**src/rtl/core/qas_pkg.sv**
```systemverilog
// Package for the quoted argument splitter: result codes, quote codes,
// the result record and the byte constants of the command line syntax.
// No dependencies.
package qas_pkg;

    typedef enum logic [1:0] {
        KIND_BYTE     = 2'd0,
        KIND_END      = 2'd1,
        KIND_OK       = 2'd2,
        KIND_OVERFLOW = 2'd3
    } t_kind;

    typedef enum logic [1:0] {
        QUOTE_NONE   = 2'd0,
        QUOTE_SINGLE = 2'd1,
        QUOTE_DOUBLE = 2'd2
    } t_quote;

    typedef struct packed {
        t_kind      kind;
        logic [7:0] char_out;
        logic [7:0] arg_number;
        logic       last;
    } t_result;

    localparam logic [7:0] CH_NUL    = 8'd0;
    localparam logic [7:0] CH_TAB    = 8'd9;
    localparam logic [7:0] CH_NL     = 8'd10;
    localparam logic [7:0] CH_SPACE  = 8'd32;
    localparam logic [7:0] CH_DQUOTE = 8'd34;
    localparam logic [7:0] CH_SQUOTE = 8'd39;
    localparam logic [7:0] CH_BSLASH = 8'd92;

    localparam logic [7:0] MAX_ARGS_RESET = 8'd127;

endpackage

```
**src/rtl/core/qas_if.sv**
```systemverilog
// Valid/ready channel interfaces of the quoted argument splitter: one for
// input bytes and one for result beats. No dependencies.
interface qas_char_if;
    logic       valid;
    logic       ready;
    logic [7:0] char_in;

    modport source (output valid, output char_in, input ready);
    modport sink   (input valid, input char_in, output ready);
endinterface

interface qas_res_if;
    logic       valid;
    logic       ready;
    logic [1:0] kind;
    logic [7:0] char_out;
    logic [7:0] arg_number;
    logic       last;

    modport source (output valid, output kind, output char_out, output arg_number,
                    output last, input ready);
    modport sink   (input valid, input kind, input char_out, input arg_number,
                    input last, output ready);
endinterface

```
**src/rtl/core/quoted_argument_splitter.sv**
```systemverilog
// Top level of the quoted argument splitter: parser state, result queue and
// the max_args register. Depends on qas_pkg and the channels in qas_if.sv.
//
// The block takes a command line one byte per beat on i_char and splits it
// into arguments, delivering argument bytes, end-of-argument marks and one
// line status beat per line on o_res. Blanks and tabs outside quotes separate
// arguments, a backslash makes the next byte literal, and a single or double
// quote opens a span that only the same quote closes. A NUL or newline ends
// the line; the status is overflow once the argument count reaches the
// smaller of max_args and ARG_LIMIT, and the rest of that line is dropped.
// Each byte is parsed in the cycle it is accepted and its results are written
// straight into a two-entry result queue, so one byte is taken every cycle
// while o_res keeps up. A line end that closes an open argument produces two
// beats, and the input then holds off while the queue drains.
// Bytes that open, close or escape produce no beat at all.
module quoted_argument_splitter #(
    parameter int unsigned ARG_LIMIT = 255
) (
    input  logic        i_clk,
    input  logic        i_rst_n,
    input  logic        i_max_args_we,
    input  logic [7:0]  i_max_args_data,
    qas_char_if.sink    i_char,
    qas_res_if.source   o_res
);
    import qas_pkg::*;

    // The argument count never needs more than eight bits: the limit is
    // capped by the eight bit max_args register.
    localparam logic [7:0] LIM_CAP = (ARG_LIMIT > 255) ? 8'hFF : 8'(ARG_LIMIT);

    logic [7:0] r_max_args;
    logic       r_in_arg,  n_in_arg;
    t_quote     r_quote,   n_quote;
    logic       r_esc,     n_esc;
    logic [7:0] r_count,   n_count;
    logic       r_ovf,     n_ovf;

    // Result queue: slot 0 is the head shown on o_res.
    t_result    r_slot0, n_slot0;
    t_result    r_slot1, n_slot1;
    logic [1:0] r_q_cnt, n_q_cnt;

    t_result    res0, res1;
    logic [1:0] res_num;
    logic [7:0] lim;
    logic       pop, accept;

    assign lim = (r_max_args < LIM_CAP) ? r_max_args : LIM_CAP;

    assign pop    = (r_q_cnt != 2'd0) && o_res.ready;
    // A byte can add two beats, so take it only when the queue will be empty.
    assign i_char.ready = (r_q_cnt == 2'd0) || ((r_q_cnt == 2'd1) && pop);
    assign accept = i_char.valid && i_char.ready;

    assign o_res.valid      = (r_q_cnt != 2'd0);
    assign o_res.kind       = r_slot0.kind;
    assign o_res.char_out   = r_slot0.char_out;
    assign o_res.arg_number = r_slot0.arg_number;
    assign o_res.last       = r_slot0.last;

    // Parser: next state and the results of the byte on i_char.
    always_comb begin
        logic [7:0] c;
        logic       blank;
        logic       go;
        logic [7:0] cnt;
        t_quote     quote;
        logic       esc;
        t_quote     q;
        t_kind      status;

        c      = i_char.char_in;
        blank  = (c == CH_SPACE) || (c == CH_TAB);
        go     = 1'b1;
        cnt    = r_count;
        quote  = r_quote;
        esc    = r_esc;
        q      = (c == CH_SQUOTE) ? QUOTE_SINGLE : QUOTE_DOUBLE;
        status = (r_ovf || (r_count >= lim)) ? KIND_OVERFLOW : KIND_OK;

        n_in_arg = r_in_arg;
        n_quote  = r_quote;
        n_esc    = r_esc;
        n_count  = r_count;
        n_ovf    = r_ovf;
        res_num  = 2'd0;
        res0     = '{kind: KIND_BYTE, char_out: c, arg_number: r_count - 8'd1,
                     last: 1'b1};
        res1     = '{kind: status, char_out: 8'd0, arg_number: r_count, last: 1'b1};

        if ((c == CH_NUL) || (c == CH_NL)) begin
            // The open argument gets its end mark ahead of the line status.
            if (r_in_arg) begin
                res0    = '{kind: KIND_END, char_out: 8'd0,
                            arg_number: r_count - 8'd1, last: 1'b0};
                res_num = 2'd2;
            end else begin
                res0    = res1;
                res_num = 2'd1;
            end
            n_in_arg = 1'b0;
            n_quote  = QUOTE_NONE;
            n_esc    = 1'b0;
            n_count  = 8'd0;
            n_ovf    = 1'b0;
        end else if (!r_ovf) begin
            if (!r_in_arg) begin
                if (blank) begin
                    go = 1'b0;
                end else if (r_count >= lim) begin
                    // No room for another argument: drop the rest of the line.
                    n_ovf = 1'b1;
                    go    = 1'b0;
                end else begin
                    cnt   = r_count + 8'd1;
                    quote = QUOTE_NONE;
                    esc   = 1'b0;
                end
            end
            if (go) begin
                n_in_arg = 1'b1;
                n_count  = cnt;
                n_quote  = quote;
                n_esc    = esc;
                res0.arg_number = cnt - 8'd1;
                if (esc) begin
                    n_esc   = 1'b0;
                    res_num = 2'd1;
                end else if ((quote == QUOTE_NONE) && blank) begin
                    n_in_arg = 1'b0;
                    if (cnt >= lim) begin
                        n_ovf = 1'b1;
                    end
                    res0.kind     = KIND_END;
                    res0.char_out = 8'd0;
                    res_num       = 2'd1;
                end else if (c == CH_BSLASH) begin
                    n_esc = 1'b1;
                end else if ((c == CH_SQUOTE) || (c == CH_DQUOTE)) begin
                    if (quote == q) begin
                        n_quote = QUOTE_NONE;
                    end else if (quote == QUOTE_NONE) begin
                        n_quote = q;
                    end else begin
                        // The other quote kind is copied inside a span.
                        res_num = 2'd1;
                    end
                end else begin
                    res_num = 2'd1;
                end
            end
        end
    end

    // Queue update: pop the head first, then append the new results in order.
    always_comb begin
        n_slot0 = r_slot0;
        n_slot1 = r_slot1;
        n_q_cnt = r_q_cnt;
        if (pop) begin
            n_slot0 = r_slot1;
            n_q_cnt = r_q_cnt - 2'd1;
        end
        if (accept && (res_num != 2'd0)) begin
            if (n_q_cnt == 2'd0) begin
                n_slot0 = res0;
            end else begin
                n_slot1 = res0;
            end
            n_q_cnt = n_q_cnt + 2'd1;
            if (res_num == 2'd2) begin
                n_slot1 = res1;
                n_q_cnt = n_q_cnt + 2'd1;
            end
        end
    end

    always_ff @(posedge i_clk) begin
        if (!i_rst_n) begin
            r_max_args <= MAX_ARGS_RESET;
            r_in_arg   <= 1'b0;
            r_quote    <= QUOTE_NONE;
            r_esc      <= 1'b0;
            r_count    <= 8'd0;
            r_ovf      <= 1'b0;
            r_q_cnt    <= 2'd0;
        end else begin
            if (i_max_args_we) begin
                r_max_args <= i_max_args_data;
            end
            if (accept) begin
                r_in_arg <= n_in_arg;
                r_quote  <= n_quote;
                r_esc    <= n_esc;
                r_count  <= n_count;
                r_ovf    <= n_ovf;
            end
            r_q_cnt <= n_q_cnt;
        end
    end

    // Result payload registers carry no reset; the queue count qualifies them.
    always_ff @(posedge i_clk) begin
        r_slot0 <= n_slot0;
        r_slot1 <= n_slot1;
    end

    // The queue holds two beats at most.
    a_queue_bound: assert property (@(posedge i_clk) disable iff (!i_rst_n)
        r_q_cnt != 2'd3)
        else $error("result queue count out of range");

    // An end mark that is not the last beat of its byte is followed by the
    // line status, already waiting in the second slot.
    a_end_then_status: assert property (@(posedge i_clk) disable iff (!i_rst_n)
        (o_res.valid && (o_res.kind == KIND_END) && !o_res.last) |->
        ((r_q_cnt == 2'd2) &&
         ((r_slot1.kind == KIND_OK) || (r_slot1.kind == KIND_OVERFLOW))))
        else $error("end mark without the line status behind it");

    // A pending escape or an open quote exists only inside an argument.
    a_span_in_arg: assert property (@(posedge i_clk) disable iff (!i_rst_n)
        (r_esc || (r_quote != QUOTE_NONE)) |-> r_in_arg)
        else $error("escape or quote state outside an argument");

endmodule
```
**src/flat_wrapper.sv**
```systemverilog
// flat-port wrapper written by rule: the top's interface ports become plain ports
module quoted_argument_splitter_flat import qas_pkg::*;
#(
    parameter int unsigned ARG_LIMIT = 255
)
  (i_clk, i_rst_n, i_max_args_we, i_max_args_data, i_char_valid, i_char_char_in, i_char_ready, o_res_valid, o_res_kind, o_res_char_out, o_res_arg_number, o_res_last, o_res_ready);
  qas_char_if i_char_i ();
  qas_res_if o_res_i ();
  input  logic i_clk;
  input  logic i_rst_n;
  input  logic i_max_args_we;
  input  logic [7:0] i_max_args_data;
  input wire logic [$bits(i_char_i.valid)-1:0] i_char_valid;
  input wire logic [$bits(i_char_i.char_in)-1:0] i_char_char_in;
  output wire logic [$bits(i_char_i.ready)-1:0] i_char_ready;
  output wire logic [$bits(o_res_i.valid)-1:0] o_res_valid;
  output wire logic [$bits(o_res_i.kind)-1:0] o_res_kind;
  output wire logic [$bits(o_res_i.char_out)-1:0] o_res_char_out;
  output wire logic [$bits(o_res_i.arg_number)-1:0] o_res_arg_number;
  output wire logic [$bits(o_res_i.last)-1:0] o_res_last;
  input wire logic [$bits(o_res_i.ready)-1:0] o_res_ready;
  assign i_char_i.valid = i_char_valid;
  assign i_char_i.char_in = i_char_char_in;
  assign i_char_ready = i_char_i.ready;
  assign o_res_valid = o_res_i.valid;
  assign o_res_kind = o_res_i.kind;
  assign o_res_char_out = o_res_i.char_out;
  assign o_res_arg_number = o_res_i.arg_number;
  assign o_res_last = o_res_i.last;
  assign o_res_i.ready = o_res_ready;
  quoted_argument_splitter #(.ARG_LIMIT(ARG_LIMIT)) u_core (.i_clk(i_clk), .i_rst_n(i_rst_n), .i_max_args_we(i_max_args_we), .i_max_args_data(i_max_args_data), .i_char(i_char_i), .o_res(o_res_i));
endmodule
```
**config.mk**
```make
export PLATFORM = sky130hd
export DESIGN_NAME = quoted_argument_splitter_flat
export DESIGN_NICKNAME = d
export VERILOG_FILES = /design/src/rtl/core/qas_pkg.sv /design/src/rtl/core/qas_if.sv /design/src/rtl/core/quoted_argument_splitter.sv /design/src/flat_wrapper.sv
export SDC_FILE = /design/constraint.sdc
export NUM_CORES = 1
export LEC_CHECK = 0
export BUFFER_PORTS_ARGS = -buffer_cell sky130_fd_sc_hd__buf_2
export CAP_MARGIN = 15
export CORE_UTILIZATION = 35
export CTS_CLUSTER_DIAMETER = 30
export DETAILED_ROUTE_END_ITERATION = 8
export HOLD_SLACK_MARGIN = 0.12
export SLEW_MARGIN = 0
export SYNTH_ARGS = -nofsm -noshare
export SYNTH_HDL_FRONTEND = slang
export SYNTH_SLANG_ARGS = --single-unit
```
**constraint.sdc**
```tcl
create_clock -name i_clk -period 6.08 [get_ports i_clk]
set_input_delay 1.216 -clock i_clk [delete_from_list [all_inputs] [get_ports i_clk]]
set_output_delay 1.216 -clock i_clk [all_outputs]
set_load 0.02 [all_outputs]
```
==> flow_metrics.tcl, run 1 <==
set metrics [dict create \
    layout.nets 549 \
    start_util_pct 36.43 \
    dp_slack_ns 1.740 \
    antenna_left 0 \
    slew_violations 0 \
    drive_gt1_share_pct 15.79 \
    cellPowerDensity_nw_per_um2 437.2 \
    gr-usage-all-layers_pct 17.57 \
    clkTransAtPathRegs_ns 0.06 \
    leakagePower_nw 2.008 \
    arrival_ns 4.47 \
    cp_data_required_time_ns 6.34 \
    synth_cell_types 65 \
    crit_top_cell "nor2_1" \
    chipWidth_microns 108.9 \
    yosysTopAreaCell "dfxtp_1" \
    hp-class "register to register" \
    num_rows 38 \
    initialDrtViolationCount 314 \
    post-cts-setup-buffer-count 0 \
    clockBufferDepth 2 \
    irDropWorstVdd_v 0.0002260 \
    n_fill_cell 1116 \
    endpoint_kind "register" \
    synth_top_area_share_pct 21.01 \
    syn_nets 524 \
    clk_latency_ns 0.34 \
    setup_tns_ns 0 \
    drc 0 \
    synth_seq_cells 61 \
    die_area_sq_um 11860 \
    synth-main-ff-cell "dfxtp_1" \
    pin_count 42 \
    grt_pass1_wl_microns 16030 \
    synthCells 483 \
    dp_hpwl_microns 7041 \
    htreeDepth 3 \
    port_buffers 41 \
    worst_pin_slew_ns 1.108 \
    layout_common_cells "nand2_1 (76), nor2_1 (47), dfxtp_1 (42), buf_2 (41), a21oi_1 (24)" \
    area_growth_pct 14.54 \
    grt_max_degree 29 \
    syn_area_per_cell_sq_um 8.284 \
    cts_root_buf "clkbuf_16" \
    cp.buffers_inverters 2 \
    numCtsBuffers 9 \
    synth.area.top_cells "dfxtp_1 (21%), edfxtp_1 (14%), nand2_1 (7.1%)" \
    place.gp.congestion 0.9327 \
    crit_type "register to register" \
    crit_path_start_kind "register" \
    ys_warn_count 0 \
    slowest_stage "or3b_1" \
    hold_viol 0 \
    final_common_cell "nand2_1" \
    async_flop_share_pct 0 \
    fin_skew_ns 0.01234 \
    grt.overflow.total 0 \
    cap_violations 0 \
    seq_area_frac_synth_pct 35.27 \
    rsz0062_at_grt "no" \
    wl_per_cell_microns 14.93 \
    die_h_microns 108.9 \
    cts_tree "built" \
    syn_area_sq_um 4001 \
    core_area_sq_um 10980 \
    path_cells "inv_1, ha_1, nand2b_1, a2111oi_4, o31ai_4, nor2_1, o31ai_2, or3b_1, buf_4, nor2_1, a31oi_1" \
    p_total_mw 2.004 \
    maxSlewHeadroom_pct 26.13 \
    cp_top_family "compound AO/OA/AOI/OAI gates" \
    grt_pass1_vias 3185 \
    finalSetupViolCount 0 \
    status "completed" \
    cts_resized 0 \
    max_freq_ghz 0.2375 \
    period_share_pct 69.24 \
    hold_buffers 0 \
    path_max_fanout 28 \
    antenna_cells 0 \
    period_needed_ns 4.210 \
    vias 3523 \
    vias_per_cell 5.395 \
    setup_ws_ns 1.870 \
    wirelength_microns 9748 \
    clock_sinks 61 \
    whs_ns 0.4710 \
    slowest_delay_ns 0.87 \
    synth-edff-count 19 \
    drt_first_pass_iters 5 \
    antenna_found_initial 0 \
]
[cell usage after synthesis, types with 4 or more instances]
library cell / n
mux2i_1: 9
edfxtp_1: 19
buf_6: 4
ha_1: 20
nand3_1: 12
dfxtp_1: 42
xor2_1: 7
clkbuf_1: 23
o21ai_0: 14
or3_1: 5
xnor2_1: 17
nand4_1: 6
nor3_1: 10
a21o_1: 8
nand2_1: 76
a21oi_1: 25
inv_1: 21
nor4_1: 4
nor2_1: 47
and2_1: 8
a22oi_1: 6
a31oi_1: 13
nand2b_1: 7
o211ai_1: 6
nor2b_1: 11
and3_1: 6
[worst reg2reg max path: cells and delay by family, from the launching register on]
family	cells	cell delay (ns)
AOI/OAI and AO/OA	4	1.46
and+or+nand+nor	4	1.20
DFF	1	0.60
buffers and inverters	2	0.55
adders and majority gates	1	0.33
[routing by layer]
metal,part of all wire [%],track usage [%],vias to the layer above
met5,0,0,-
met4,1.4,5.695,0
met3,5.8,3.766,14
met2,43,26.33,123
met1,50,24.89,1634
li1,-,-,1752
[cell type report]
class / instances / area (sq um) / share of cell area [%]
Multi-Input combinational cell: 370 / 2367 / 51.65
Clock inverter: 6 / 68.82 / 1.502
Sequential cell: 61 / 1411 / 30.79
Timing Repair Buffer: 44 / 227.7 / 4.969
Tap cell: 140 / 175.2 / 3.822
Inverter: 22 / 82.58 / 1.802
Clock buffer: 10 / 250.2 / 5.460
[final timing paths]
check        slack (ns)                        startpoint  cells past startpoint                               end
min reg2reg        0.47  u_core.o_res.char_out[4]$_DFF_P_                      2  u_core.o_res.char_out[4]$_DFF_P_
min                0.47  u_core.o_res.char_out[4]$_DFF_P_                      2  u_core.o_res.char_out[4]$_DFF_P_
max                1.87    u_core.r_count[0]$_SDFFE_PN0P_                     11  u_core.o_res.char_out[1]$_DFF_P_
max reg2reg        1.87    u_core.r_count[0]$_SDFFE_PN0P_                     11  u_core.o_res.char_out[1]$_DFF_P_
[registers in the layout (all words and copies together) (netlist names), 2 cells and up]
name	flops
u_core.r_quote	2
u_core.o_res.arg_number	8
u_core.r_q_cnt	2
u_core.r_slot1	19
u_core.r_max_args	8
u_core.r_count	8
u_core.o_res.kind	2
u_core.o_res.char_out	8
[through the flow]
step	utilization [%]	area, sq um	instances
floorplan	-	4001	483
global placement	38.82	4264	637
detailed placement	38.82	4264	637
CTS	41.73	4583	653
global route	41.73	4583	653
finish	41.73	4583	653
[power by group]
part	internal, mW	total [mW]	switching (mW)	leakage, nW
registers	0.570	0.635	0.0648	0.526
clock network	0.344	0.540	0.197	0.154
logic	0.306	0.828	0.522	1.33
[cells by family (layout without fill, tap and decap cells)]
family | after synthesis | after routing | synth area share, %
buffers and inverters | 52 | 82 | 5.660
muxes | 9 | 9 | 2.251
and+or+nand+nor | 210 | 210 | 25.80
DFF | 61 | 61 | 35.27
xor gates and xnor gates | 24 | 24 | 5.253
other | 1 | 1 | 0.09372
AOI/OAI and AO/OA | 106 | 106 | 19.42
adders and majority gates | 20 | 20 | 6.254
Power figures use the tool's default switching activity.
==> inputs of run 2 (changes only) <==
Clock period 6.08 ns to 4.3 ns, I/O delays scaled along.
==> run 2 against run 1 <==
Utilization up 0.44 points. Global-route usage up 1.0 points. First-iteration DRC count down 50%. Sequential share of layout area down 0.32 points. Combinational power up 44%. Cell count up 0.92%. Clock power up 47%. Die area unchanged. Non-clock buffer count up 6. Critical endpoint is now u_core.r_ovf$_SDFFE_PN0P_. Largest power group unchanged.
==> flow_metrics.tcl, run 2 (synthesis gave the netlist of run 1 again) <==
set metrics [dict create \
    wirelength_microns 10010 \
    clock_sinks 61 \
    irDropWorstVdd_v 0.0003523 \
    core_area_sq_um 10980 \
    crit_type "register to register" \
    endpoint_kind "register" \
    grt_use_met1_pct 26.02 \
    wl_per_cell_microns 15.19 \
    period_needed_ns 3.955 \
    vias_per_cell 5.308 \
    use_met2_pct 28.62 \
    drt_first_pass_iters 4 \
    clockBufferDepth 2 \
    cap_violations 0 \
    cellPowerDensity_nw_per_um2 620.7 \
    htreeDepth 3 \
    leakagePower_nw 2.034 \
    slowest_stage "dfxtp_1" \
    cts_root_buf "clkbuf_16" \
    hold_viol 0 \
    post-cts-setup-buffer-count 0 \
    fin_skew_ns 0.006118 \
    gr-usage-all-layers_pct 18.61 \
    whs_ns 0.4691 \
    instances_no_fill 659 \
    grt.overflow.total 0 \
    grt_pass1_wl_microns 17000 \
    num_rows 38 \
    setup_tns_ns 0 \
    port_buffers 41 \
    cts_resized 0 \
    slowest_delay_ns 0.57 \
    place.gp.congestion 0.9160 \
    p_total_mw 2.875 \
    largest_reg_flops 19 \
    antenna_cells 0 \
    dp_cells 643 \
    cts_tree "built" \
    slew_violations 0 \
    rsz0062_at_grt "no" \
    finalSetupViolCount 0 \
    max_freq_ghz 0.2529 \
    n_fill_cell 1127 \
    vias 3498 \
    regMostFlops "u_core.r_slot1" \
    layout.nets 555 \
    dp_hpwl_microns 7235 \
    cp_data_required_time_ns 4.52 \
    setup_ws_ns 0.3454 \
    antenna_left 0 \
    final_core_utilization_pct 42.17 \
    period_share_pct 91.97 \
    grt_busiest_layer "met2" \
    antenna_found_initial 0 \
    place_area_sq_um 4309 \
    die_h_microns 108.9 \
    final_common_cell "nand2_1" \
    path_cells "inv_1, ha_1, nand2b_1, a2111oi_4, o31ai_4, nor2_2, nand2_1, xor2_1, inv_1, ha_1, a21o_1, a21o_1, a21oi_1, nor2_1, a211oi_1, a21oi_1" \
    grt_max_degree 24 \
    clkTransAtPathRegs_ns 0.06 \
    worst_pin_slew_ns 1.058 \
    status "completed" \
    layout_common_cells "nand2_1 (76), nor2_1 (47), dfxtp_1 (42), buf_2 (41), a21oi_1 (24)" \
    clk_latency_ns 0.34 \
    initialDrtViolationCount 158 \
    numCtsBuffers 9 \
    start_util_pct 36.43 \
    drc 0 \
    arrival_ns 4.17 \
    die_area_sq_um 11860 \
    grt_use_met3_pct 4.603 \
    maxSlewHeadroom_pct 29.44 \
    path_max_fanout 12 \
    dp_slack_ns 0.4082 \
    hp-class "register to register" \
    grt_pass1_vias 3389 \
    area_growth_pct 15.76 \
    hold_buffers 0 \
    chipWidth_microns 108.9 \
    crit_path_start_kind "register" \
    drive_gt1_share_pct 16.76 \
    pin_count 42 \
    finalInstanceArea_sq_um 4632 \
]
run 2: critical path: cells and delay by family, from the launching register on:
family | cells | cell delay, ns
compound gates | 7 | 1.42
xor+xnor | 1 | 0.24
fa+ha+maj | 2 | 0.60
buf+inv | 2 | 0.28
flops | 1 | 0.57
simple gates | 4 | 0.73
run 2: final timing paths:
kind                                         start                               end  slack (ns)  depth (start not counted)
setup reg to reg    u_core.r_count[0]$_SDFFE_PN0P_         u_core.r_ovf$_SDFFE_PN0P_        0.35                         16
hold reg to reg   u_core.o_res.char_out[4]$_DFF_P_  u_core.o_res.char_out[4]$_DFF_P_        0.47                          2
setup / recovery    u_core.r_count[0]$_SDFFE_PN0P_         u_core.r_ovf$_SDFFE_PN0P_        0.35                         16
hold / removal    u_core.o_res.char_out[4]$_DFF_P_  u_core.o_res.char_out[4]$_DFF_P_        0.47                          2
run 2: layer usage:
metal,wire [microns],share of wire [%],vias to the layer above
met5,0,0,-
met4,111,1.1,0
met2,4302,43,85
met3,582,5.8,11
met1,5016,50,1631
li1,-,-,1771
run 2: layout make-up:
| cell class | count | area (sq um) | share of cell area, % |
|---|---|---|---|
| sequential | 61 | 1411 | 30.47 |
| multi-input combinational | 370 | 2367 | 51.11 |
| tap | 140 | 175.2 | 3.782 |
| inverter | 22 | 82.58 | 1.783 |
| clock buffer | 9 | 225.2 | 4.862 |
| timing repair buffer | 50 | 272.8 | 5.889 |
| clock inverter | 7 | 97.59 | 2.107 |
run 2: report_power, final:
| part | leakage [nW] | internal, mW | switching [mW] |
|---|---|---|---|
| registers | 0.526 | 0.806 | 0.0894 |
| logic | 1.36 | 0.449 | 0.738 |
| clock network | 0.152 | 0.509 | 0.284 |
| total | 2.03 | 1.76 | 1.11 |
==> inputs of run 3 (changes only) <==
Settings changed: CORE_UTILIZATION 35 to 50, PLACE_DENSITY set to 0.69, REMOVE_ABC_BUFFERS set to 1.
==> run 3 against run 2 <==
First-iteration DRC count is 54% higher. Global-route usage is 5.8 points higher. Total power is 9.4% lower. Critical path depth is 1 lower. Sequential power is 1% lower. Die area is 29% lower. Fmax is 8.1% higher. Cell count is 5.9% lower. Worst setup slack better by 0.30 ns. Routed wire length is 2.6% lower. Critical endpoint unchanged.
==> flow_metrics.tcl, run 3 (synthesis gave the netlist of run 1 again) <==
set metrics [dict create \
    rsz0062_at_grt "no" \
    start_util_pct 51.78 \
    grt_pass1_vias 3321 \
    irDropWorstVdd_v 0.0001915 \
    regMostFlops "u_core.r_slot1" \
    largest_reg_flops 19 \
    vias_per_cell 5.811 \
    antenna_found_initial 0 \
    final_core_utilization_pct 57.69 \
    hold_buffers 0 \
    antenna_cells 0 \
    clockPowerShare_pct 20.6 \
    grt_busiest_layer "met2" \
    slew_violations 0 \
    max_freq_ghz 0.2735 \
    switching_power_mw 1.084 \
    cap_violations 0 \
    numCtsBuffers 9 \
    rr_worst_depth 15 \
    dp_hpwl_microns 7101 \
    area_growth_pct 11.41 \
    fin_skew_ns 0.01224 \
    clk_latency_ns 0.36 \
    leakagePower_nw 1.975 \
    power.internal_mw 1.521 \
    drt_first_pass_iters 7 \
    num_rows 32 \
    status "completed" \
    clockBufferDepth 2 \
    period_needed_ns 3.657 \
    power_frac_seq_pct 34.0 \
    grt_pass1_wl_microns 16060 \
    die_area_sq_um 8364 \
    layout.nets 554 \
    cts_tree "built" \
    core_area_sq_um 7727 \
    worst_pin_slew_ns 1.070 \
    grt_use_met1_pct 30.73 \
    layout_common_cells "nand2_1 (76), nor2_1 (47), dfxtp_1 (42), buf_2 (41), a21oi_1 (24)" \
    cts_resized 0 \
    hp-class "register to register" \
    n_fill_cell 711 \
    wl_per_cell_microns 15.72 \
    p_comb_share_pct 45.5 \
    antenna_left 0 \
    pin_count 42 \
    crit_type "register to register" \
    grt_max_degree 38 \
    setup_tns_ns 0 \
    wirelength_microns 9748 \
    drc 0 \
    post-cts-setup-buffer-count 0 \
    vias 3603 \
    grt.overflow.total 0 \
    drive_gt1_share_pct 16.60 \
    grt_use_met3_pct 5.109 \
    arrival_ns 3.90 \
    clkTransAtPathRegs_ns 0.08 \
    use_met2_pct 39.85 \
    hold_depth 2 \
    path_max_fanout 12 \
    clock_sinks 61 \
    gr-usage-all-layers_pct 24.39 \
    initialDrtViolationCount 243 \
    place.gp.congestion 0.8902 \
    whs_ns 0.4732 \
    chipWidth_microns 91.46 \
    p_sw_share_pct 41.62 \
    htreeDepth 3 \
    finalSetupViolCount 0 \
    final_common_cell "nand2_1" \
    cp_data_required_time_ns 4.54 \
    die_h_microns 91.46 \
    port_buffers 41 \
    cellPowerDensity_nw_per_um2 584.4 \
    crit_path_start_kind "register" \
    period_share_pct 85.04 \
    hold_viol 0 \
    endpoint_kind "register" \
    cts_root_buf "clkbuf_8" \
    maxSlewHeadroom_pct 28.66 \
]
run 3: changes by cell type in the layout (fill, tap and decap cells not counted), sizes merged:
cell	previous run	this run
buf	50	49
bufinv	2	1
clkinv	2	1
inv	23	25
run 3: final cells by class:
class,instances,area [sq um],share of cell area (%)
Tap cell,102,127.6,2.863
Multi-Input combinational cell,370,2367,53.10
Inverter,22,82.58,1.852
Clock inverter,7,80.08,1.796
Clock buffer,9,123.9,2.779
Sequential cell,61,1411,31.66
Timing Repair Buffer,49,265.3,5.950
run 3: layer usage:
layer | share of wire (%) | routed length, microns
met3 | 5.6 | 550
met5 | 0 | 0
met4 | 3.1 | 303
met1 | 46 | 4443
met2 | 46 | 4451
run 3: final timing paths:
kind / start / endpoint / slack [ns]
max reg2reg: u_core.r_count[5]$_SDFFE_PN0P_ / u_core.r_ovf$_SDFFE_PN0P_ / 0.64
max: u_core.r_count[5]$_SDFFE_PN0P_ / u_core.r_ovf$_SDFFE_PN0P_ / 0.64
min reg2reg: u_core.o_res.char_out[5]$_DFF_P_ / u_core.o_res.char_out[5]$_DFF_P_ / 0.47
min: u_core.o_res.char_out[5]$_DFF_P_ / u_core.o_res.char_out[5]$_DFF_P_ / 0.47
run 3: worst max-delay path, cell delays in order (launching register included):
cell,delay (ns)
dfxtp_1,0.66
ha_1,0.34
a41o_1,0.23
a21oi_1,0.31
o31ai_4,0.22
nor2_2,0.16
nand2_1,0.08
xor2_1,0.26
inv_1,0.08
ha_1,0.30
a21o_1,0.18
a21o_1,0.16
a21oi_1,0.20
nor2_1,0.06
a211oi_1,0.21
a21oi_1,0.10
run 3: per-stage QoR:
step / instance area (sq um) / std cells / worst slack [ns] / power, mW
after floorplan: 3857 / 453 / 0.6979 / 1.728
after detailed placement: 4254 / 604 / 0.6672 / 2.085
after global placement: 4254 / 604 / 0.7383 / 2.051
after global routing: 4458 / 620 / 0.4198 / 2.789
final: 4458 / 620 / 0.6432 / 2.605
after CTS: 4458 / 620 / 0.6799 / 2.619
run 3: power groups by stage:
| stage | clock network, mW | logic [mW] | registers, mW |
|---|---|---|---|
| after global placement | 0 | 1.16 | 0.889 |
| after detailed placement | 0 | 1.19 | 0.899 |
| after global routing | 0.571 | 1.31 | 0.904 |
| final | 0.536 | 1.18 | 0.885 |
| after floorplan | 0 | 0.721 | 1.01 |
| after CTS | 0.543 | 1.19 | 0.886 |
